### config.mk
export PLATFORM = sky130hd
export DESIGN_NAME = ffe_sqrt
export DESIGN_NICKNAME = d
export VERILOG_FILES = /design/src/rtl/force_field_evaluate_assert.svh /design/src/rtl/ffe_sqrt.sv
export SDC_FILE = /design/constraint.sdc
export NUM_CORES = 1
export LEC_CHECK = 0
export BUFFER_PORTS_ARGS = -buffer_cell sky130_fd_sc_hd__buf_2
export CAP_MARGIN = 20
export CORE_ASPECT_RATIO = 0.9
export CORE_MARGIN = 1.5
export CORE_UTILIZATION = 65
export CTS_CLUSTER_SIZE = 28
export DETAILED_ROUTE_END_ITERATION = 16
export MAX_ROUTING_LAYER = met4
export PLACE_DENSITY = 0.82
export SYNTH_ARGS = -nofsm -noshare
export SYNTH_HDL_FRONTEND = slang
export SYNTH_SLANG_ARGS = --single-unit
### constraint.sdc
create_clock -name clk -period 4.9 [get_ports clk]
set_input_delay 0.49 -clock clk [delete_from_list [all_inputs] [get_ports clk]]
set_output_delay 0.49 -clock clk [all_outputs]
set_load 0.05 [all_outputs]
### src/rtl/force_field_evaluate_assert.svh
// assertion macros for the force field evaluator
`ifndef FORCE_FIELD_EVALUATE_ASSERT_SVH
`define FORCE_FIELD_EVALUATE_ASSERT_SVH

`ifndef NO_ASSERTIONS

// same-cycle implication, sampled on clk, off during reset
`define FFE_ASSERT_IMPLY(name, ante, cons) \
    name: assert property (@(posedge clk) disable iff (!rst_n) (ante) |-> (cons)) \
        else $error("force field check failed");

// next-cycle implication, sampled on clk, off during reset
`define FFE_ASSERT_NEXT(name, ante, cons) \
    name: assert property (@(posedge clk) disable iff (!rst_n) (ante) |=> (cons)) \
        else $error("force field check failed");

`else

`define FFE_ASSERT_IMPLY(name, ante, cons)
`define FFE_ASSERT_NEXT(name, ante, cons)

`endif

`endif

### src/rtl/ffe_sqrt.sv
module ffe_sqrt #(
    parameter int VW    = 32,
    parameter int LANES = 1,
    parameter int RW    = (VW + 1) / 2
) (
    input  logic                      clk,
    input  logic                      rst_n,
    input  logic                      in_valid,
    input  logic [LANES-1:0][VW-1:0]  val,
    output logic                      out_valid,
    output logic [LANES-1:0][RW-1:0]  root
);

    localparam int PW = 2 * RW;

    logic [RW-1:0] vld_reg;

    // valid bits, one per stage
    always_ff @(posedge clk or negedge rst_n)
    begin
        if (!rst_n)
        begin
            vld_reg <= '0;
        end
        else
        begin
            vld_reg <= {vld_reg[RW-2:0], in_valid};
        end
    end

    assign out_valid = vld_reg[RW-1];

    for (genvar g = 0; g < LANES; g++)
    begin : g_lane
        logic [RW:0]   rem_reg  [RW];
        logic [RW-1:0] root_reg [RW];
        logic [PW-1:0] rad_reg  [RW];
        logic [RW:0]   cur_rem  [RW];
        logic [RW-1:0] cur_root [RW];
        logic [PW-1:0] cur_rad  [RW];
        logic [RW+2:0] shift [RW];
        logic [RW+2:0] trial [RW];
        logic [RW-1:0] fits;

        // one result bit per stage, two radicand bits consumed each step
        always_comb
        begin
            cur_rem[0]  = '0;
            cur_root[0] = '0;
            cur_rad[0]  = PW'(val[g]);
            for (int k = 1; k < RW; k++)
            begin
                cur_rem[k]  = rem_reg[k-1];
                cur_root[k] = root_reg[k-1];
                cur_rad[k]  = rad_reg[k-1];
            end
            for (int k = 0; k < RW; k++)
            begin
                shift[k] = {cur_rem[k], cur_rad[k][PW-1:PW-2]};
                trial[k] = (RW + 3)'({cur_root[k], 2'b01});
                fits[k]  = shift[k] >= trial[k];
            end
        end

        always_ff @(posedge clk)
        begin
            for (int k = 0; k < RW; k++)
            begin
                rem_reg[k]  <= fits[k] ? (RW + 1)'(shift[k] - trial[k]) : (RW + 1)'(shift[k]);
                root_reg[k] <= {cur_root[k][RW-2:0], fits[k]};
                rad_reg[k]  <= cur_rad[k] << 2;
            end
        end

        assign root[g] = root_reg[RW-1];
    end

endmodule

# After elaboration in Yosys (flattened, before gate mapping)
# Memory sizes are Yosys's and may differ from the RTL's.
# Index checks and enable logic that the tools add are counted.
# classes
addsub	16
order_cmp	16
muxes	16
# ops
op	count
19-bit by 18-bit greater-or-equal comparator with 1-bit output	15
17-bit two-way mux	16
17-bit subtractor	15
2-bit by 1-bit subtractor with 3-bit output, second input constant	1
2-bit by 1-bit greater-or-equal comparator with 1-bit output, second input constant	1
# word_totals
register_bits	16
ram_bits	1008
in_bits	35
output_inout_bits	17
elab_cells	52
memories	3
# mem_list
name	words	width	rd	rd_clocked_by_memory_dff	wr	line	text
g_lane[0].rad_reg	16	30	15	0	16	ffe_sqrt.sv:37	logic [PW-1:0] rad_reg [RW];
g_lane[0].rem_reg	16	17	15	0	16	ffe_sqrt.sv:35	logic [RW:0] rem_reg [RW];
g_lane[0].root_reg	16	16	16	0	16	ffe_sqrt.sv:36	logic [RW-1:0] root_reg [RW];

# Logic depth before layout (Yosys ltp)
# An unclocked memory read counts as a cell.
# depth
depth_word	3
depth_mapped	10
mapped_depth_nobuf	9

# Least setup slack after synthesis
# No wires, ideal clock.
# synth_path
path_type	reg-to-reg
start	mem g_lane[0].root_reg[1][40] (netlist bit)
end	mem g_lane[0].rem_reg[1][67] (netlist bit)
setup_time_ns	0.121
t_arrival_ns	2.183
t_required_ns	4.779
path_slack_ns	2.596
stages_incl_launch_ff	10
n_path_buf	1
period_less_slack_ns	2.304
cell_sequence	dfxtp_1 -> inv_1 -> ha_1 -> a211oi_1 -> o21bai_1 -> or4_4 -> nor2_2 -> buf_4 -> nor2_1 -> mux2_2
# synth_rtl
element	line
start: declaration	ffe_sqrt.sv:36
end: declaration	ffe_sqrt.sv:35

==> impl_metrics.ini <==
[run_status]
status = finished, final reports clean

[synth]
yosys_warnings = 0
synth_edf_count = 0
yosysSeqAreaShare_pct = 55.79
synth_ff_type = dfxtp_1
synth.distinct_cells = 84
syn-num-nets = 2362
netlist_area_um2 = 22720
async_flop_share_pct = 2.544
ys_ff_latch = 629
syn_area_per_cell_um2 = 10.44
syn_inst = 2175

[clock_tree]
clock-sinks = 629
cts_buffers = 56
cts_tree = yes
cts_buffer_depth = 3
cts-root-buf = clkbuf_16
h-tree-depth = 2
clock_latency_ps = 610
path_clk_slew_ps = 70

[worst_setup_path]
path_class = flop to flop
reg2reg_to = g_lane[0].rem_reg[1][62]
crit_arrival_ps = 3780
endpoint_kind = flop
critPathLaunchType = flop
crit_path_end = g_lane[0].rem_reg[1][62]
crit_fanout = 23
r2r-start = g_lane[0].root_reg[1][40]
startpoint = g_lane[0].root_reg[1][40]
worstPathRequired_ps = 5370
rrSetupSlack_ps = 1580
r2r_cells = 9

[timing]
period_share_pct = 67.70
fmax_ghz = 0.3015
finalSetupViolations = 0
rsz0062_at_grt = false
period_needed_ps = 3317
worst_slew_pin_slew_ps = 940.8
hold_violations = 0
setup_tns_ps = 0
clock_skew_ps = 39.79
report.final.slew_viol_count = 0
max_slew_margin_pct = 37.21

[drt]
drt_iter0_markers = 1080
vias_per_cell = 5.602
drt_wl_total_mm = 47.00
ant_nets = 0
route.detailed.drc = 0
num_vias = 15660
dr.pass1.iters = 5
wl_per_cell_um = 16.81

[power_and_ir_drop]
power_mw = 14.49
p_leak_nw = 12.09
peakVddDrop_v = 0.0005094
power_density_nw_per_um2 = 561.9

[worst_hold_path]
holdCritPathClass = input pin to flop

[die]
core_um2 = 34190
die_w_um = 200.1
die_h_um = 180.4
core.rowCount = 64
die_area_um2 = 36080
initial_core_util_pct = 66.43
io_pins = 52

[finish]
layout-drive-gt1-share_pct = 8.483
antenna_cells = 0
fillers = 2200
area_growth_pct = 13.50
largest_register_ffs = 240
final_nets = 2475

[grt]
grt_max_degree = 28
grt_pass1_vias = 15630
grt-ovfl-total = 0
grt_pass1_wl_mm = 76.63
grtUsageTotal_pct = 27.09
antenna_found_initial = 0

[placement]
gp_congestion = 0.9192
portBuffers = 51
dp_hpwl_mm = 31.58

[flow_run]
maxCapViolCount = 0
## what timing repair did
action / CTS / global route
gates resized for setup: 0 / 0
hold endpoints to repair: 47 / 0
setup buffers: 0 / 0
hold buffers: 32 / 0
## worst min-delay path by stage
stage,from,to,slack (ps),cells after the start
CTS,val[30],g_lane[0].rem_reg[0][0],30,2
detailed placement,g_lane[0].rad_reg[0][80],g_lane[0].rad_reg[0][112],310,0
finish,val[30],g_lane[0].rem_reg[0][0],100,2
floorplan,rst_n,vld_reg[0],190,0
global route,val[30],g_lane[0].rem_reg[0][0],80,2
global placement,g_lane[0].rad_reg[0][33],g_lane[0].rad_reg[0][65],310,0
## cells in the mapped netlist (all sizes together), types with 5 or more instances
| cell type | instances | area share [%] |
|---|---|---|
| dfxtp | 613 | 54 |
| inv | 194 | 3.2 |
| ha | 152 | 8.4 |
| nor2 | 149 | 2.5 |
| a21oi | 144 | 3.2 |
| o21ai | 105 | 2.3 |
| xnor2 | 95 | 3.7 |
| nand2 | 92 | 1.5 |
| xor2 | 58 | 2.2 |
| nor3 | 51 | 1.1 |
| nand3 | 46 | 1.0 |
| a21o | 33 | 1.1 |
| nand2b | 33 | 0.91 |
| o21a | 30 | 0.99 |
| nand4 | 27 | 0.80 |
| nor4 | 24 | 0.75 |
| buf | 20 | 0.46 |
| mux2 | 20 | 0.99 |
| a31oi | 18 | 0.56 |
| nor2b | 18 | 0.50 |
| and2 | 16 | 0.44 |
| dfrtp | 16 | 1.8 |
| or3 | 16 | 0.44 |
| and3 | 15 | 0.41 |
| a211oi | 13 | 0.43 |
| clkbuf | 12 | 0.21 |
| o211ai | 12 | 0.44 |
| o31ai | 12 | 0.40 |
| a21boi | 11 | 0.36 |
| or4 | 10 | 0.35 |
| mux2i | 9 | 0.40 |
| o21bai | 9 | 0.30 |
| nand3b | 8 | 0.26 |
| a2111oi | 6 | 0.26 |
| a31o | 6 | 0.23 |
| and4 | 6 | 0.23 |
| o31a | 6 | 0.23 |
| or2 | 6 | 0.17 |
| nand4b | 5 | 0.19 |
## cell type report
class / instances / area [um2] / area share, %
Inverter: 195 / 732.0 / 2.839
Clock buffer: 67 / 1473 / 5.712
Timing Repair Buffer: 87 / 620.6 / 2.407
Tap cell: 462 / 578.1 / 2.242
Sequential cell: 629 / 12670 / 49.15
Multi-Input combinational cell: 1319 / 9160 / 35.53
Clock inverter: 37 / 545.5 / 2.116
## placed cells by master (no fill, tap or decap), types with 20 or more instances in the layout
master         count
o21ai_0          104
inv_1            194
mux2_2            20
buf_2             51
a21oi_1          144
a21o_1            33
ha_1             152
nand3_1           46
nor4_1            22
clkbuf_16         56
xor2_1            58
dfxtp_1          613
nand4_1           25
nor2_1           148
xnor2_1           95
nand2b_1          33
dlygate4sd3_1     32
nand2_1           92
nor3_1            50
o21a_1            30
## kinds of logic (layout without fill, tap and decap cells)
logic type | Yosys count | after routing | synth area share (%)
flip-flops | 629 | 629 | 55.79
AND/OR/NAND/NOR | 539 | 539 | 12.29
AO/OA/AOI/OAI | 445 | 445 | 12.35
buffers and inverters | 227 | 386 | 3.889
XOR/XNOR | 153 | 153 | 5.899
adder cells (fa/ha/maj) | 152 | 152 | 8.372
multiplexers | 29 | 29 | 1.388
other | 1 | 1 | 0.01651
## routing by layer
metal,global-route usage (%),part of all wire (%),up-vias
met5,-,0,-
met4,7.940,2.3,0
met3,4.118,5.2,95
li1,-,-,7716
met1,34.17,44,7397
met2,44.94,49,455
## report_power, final
group / internal, mW / switching (mW) / leakage, nW
combinational: 1.38 / 1.75 / 5.80
clock: 2.72 / 1.96 / 0.968
sequential: 6.04 / 0.631 / 5.32
## worst max-delay path, stage by stage, from the launching register on
cell	delay, ps
dfxtp_1	330
inv_1	40
ha_1	340
a211oi_1	280
o21bai_1	170
or4_4	590
nor2_2	750
inv_1	370
o21ai_0	260
nor2_1	60
## stage by stage
step           hold slack, ps  std cells  utilization, %  area, um2  setup WS, ps
6_report                96.04       2796           75.40      25780          1583
4_1_cts                 30.23       2793           75.29      25740          1668
2_1_floorplan           194.4       2175               -      22720          2596
3_5_place_dp            312.1       2657           68.45      23400          1701
5_1_grt                 75.69       2796           75.40      25780          1351
3_3_place_gp            309.8       2657           68.45      23400          1782
Power figures use the tool's default switching activity.
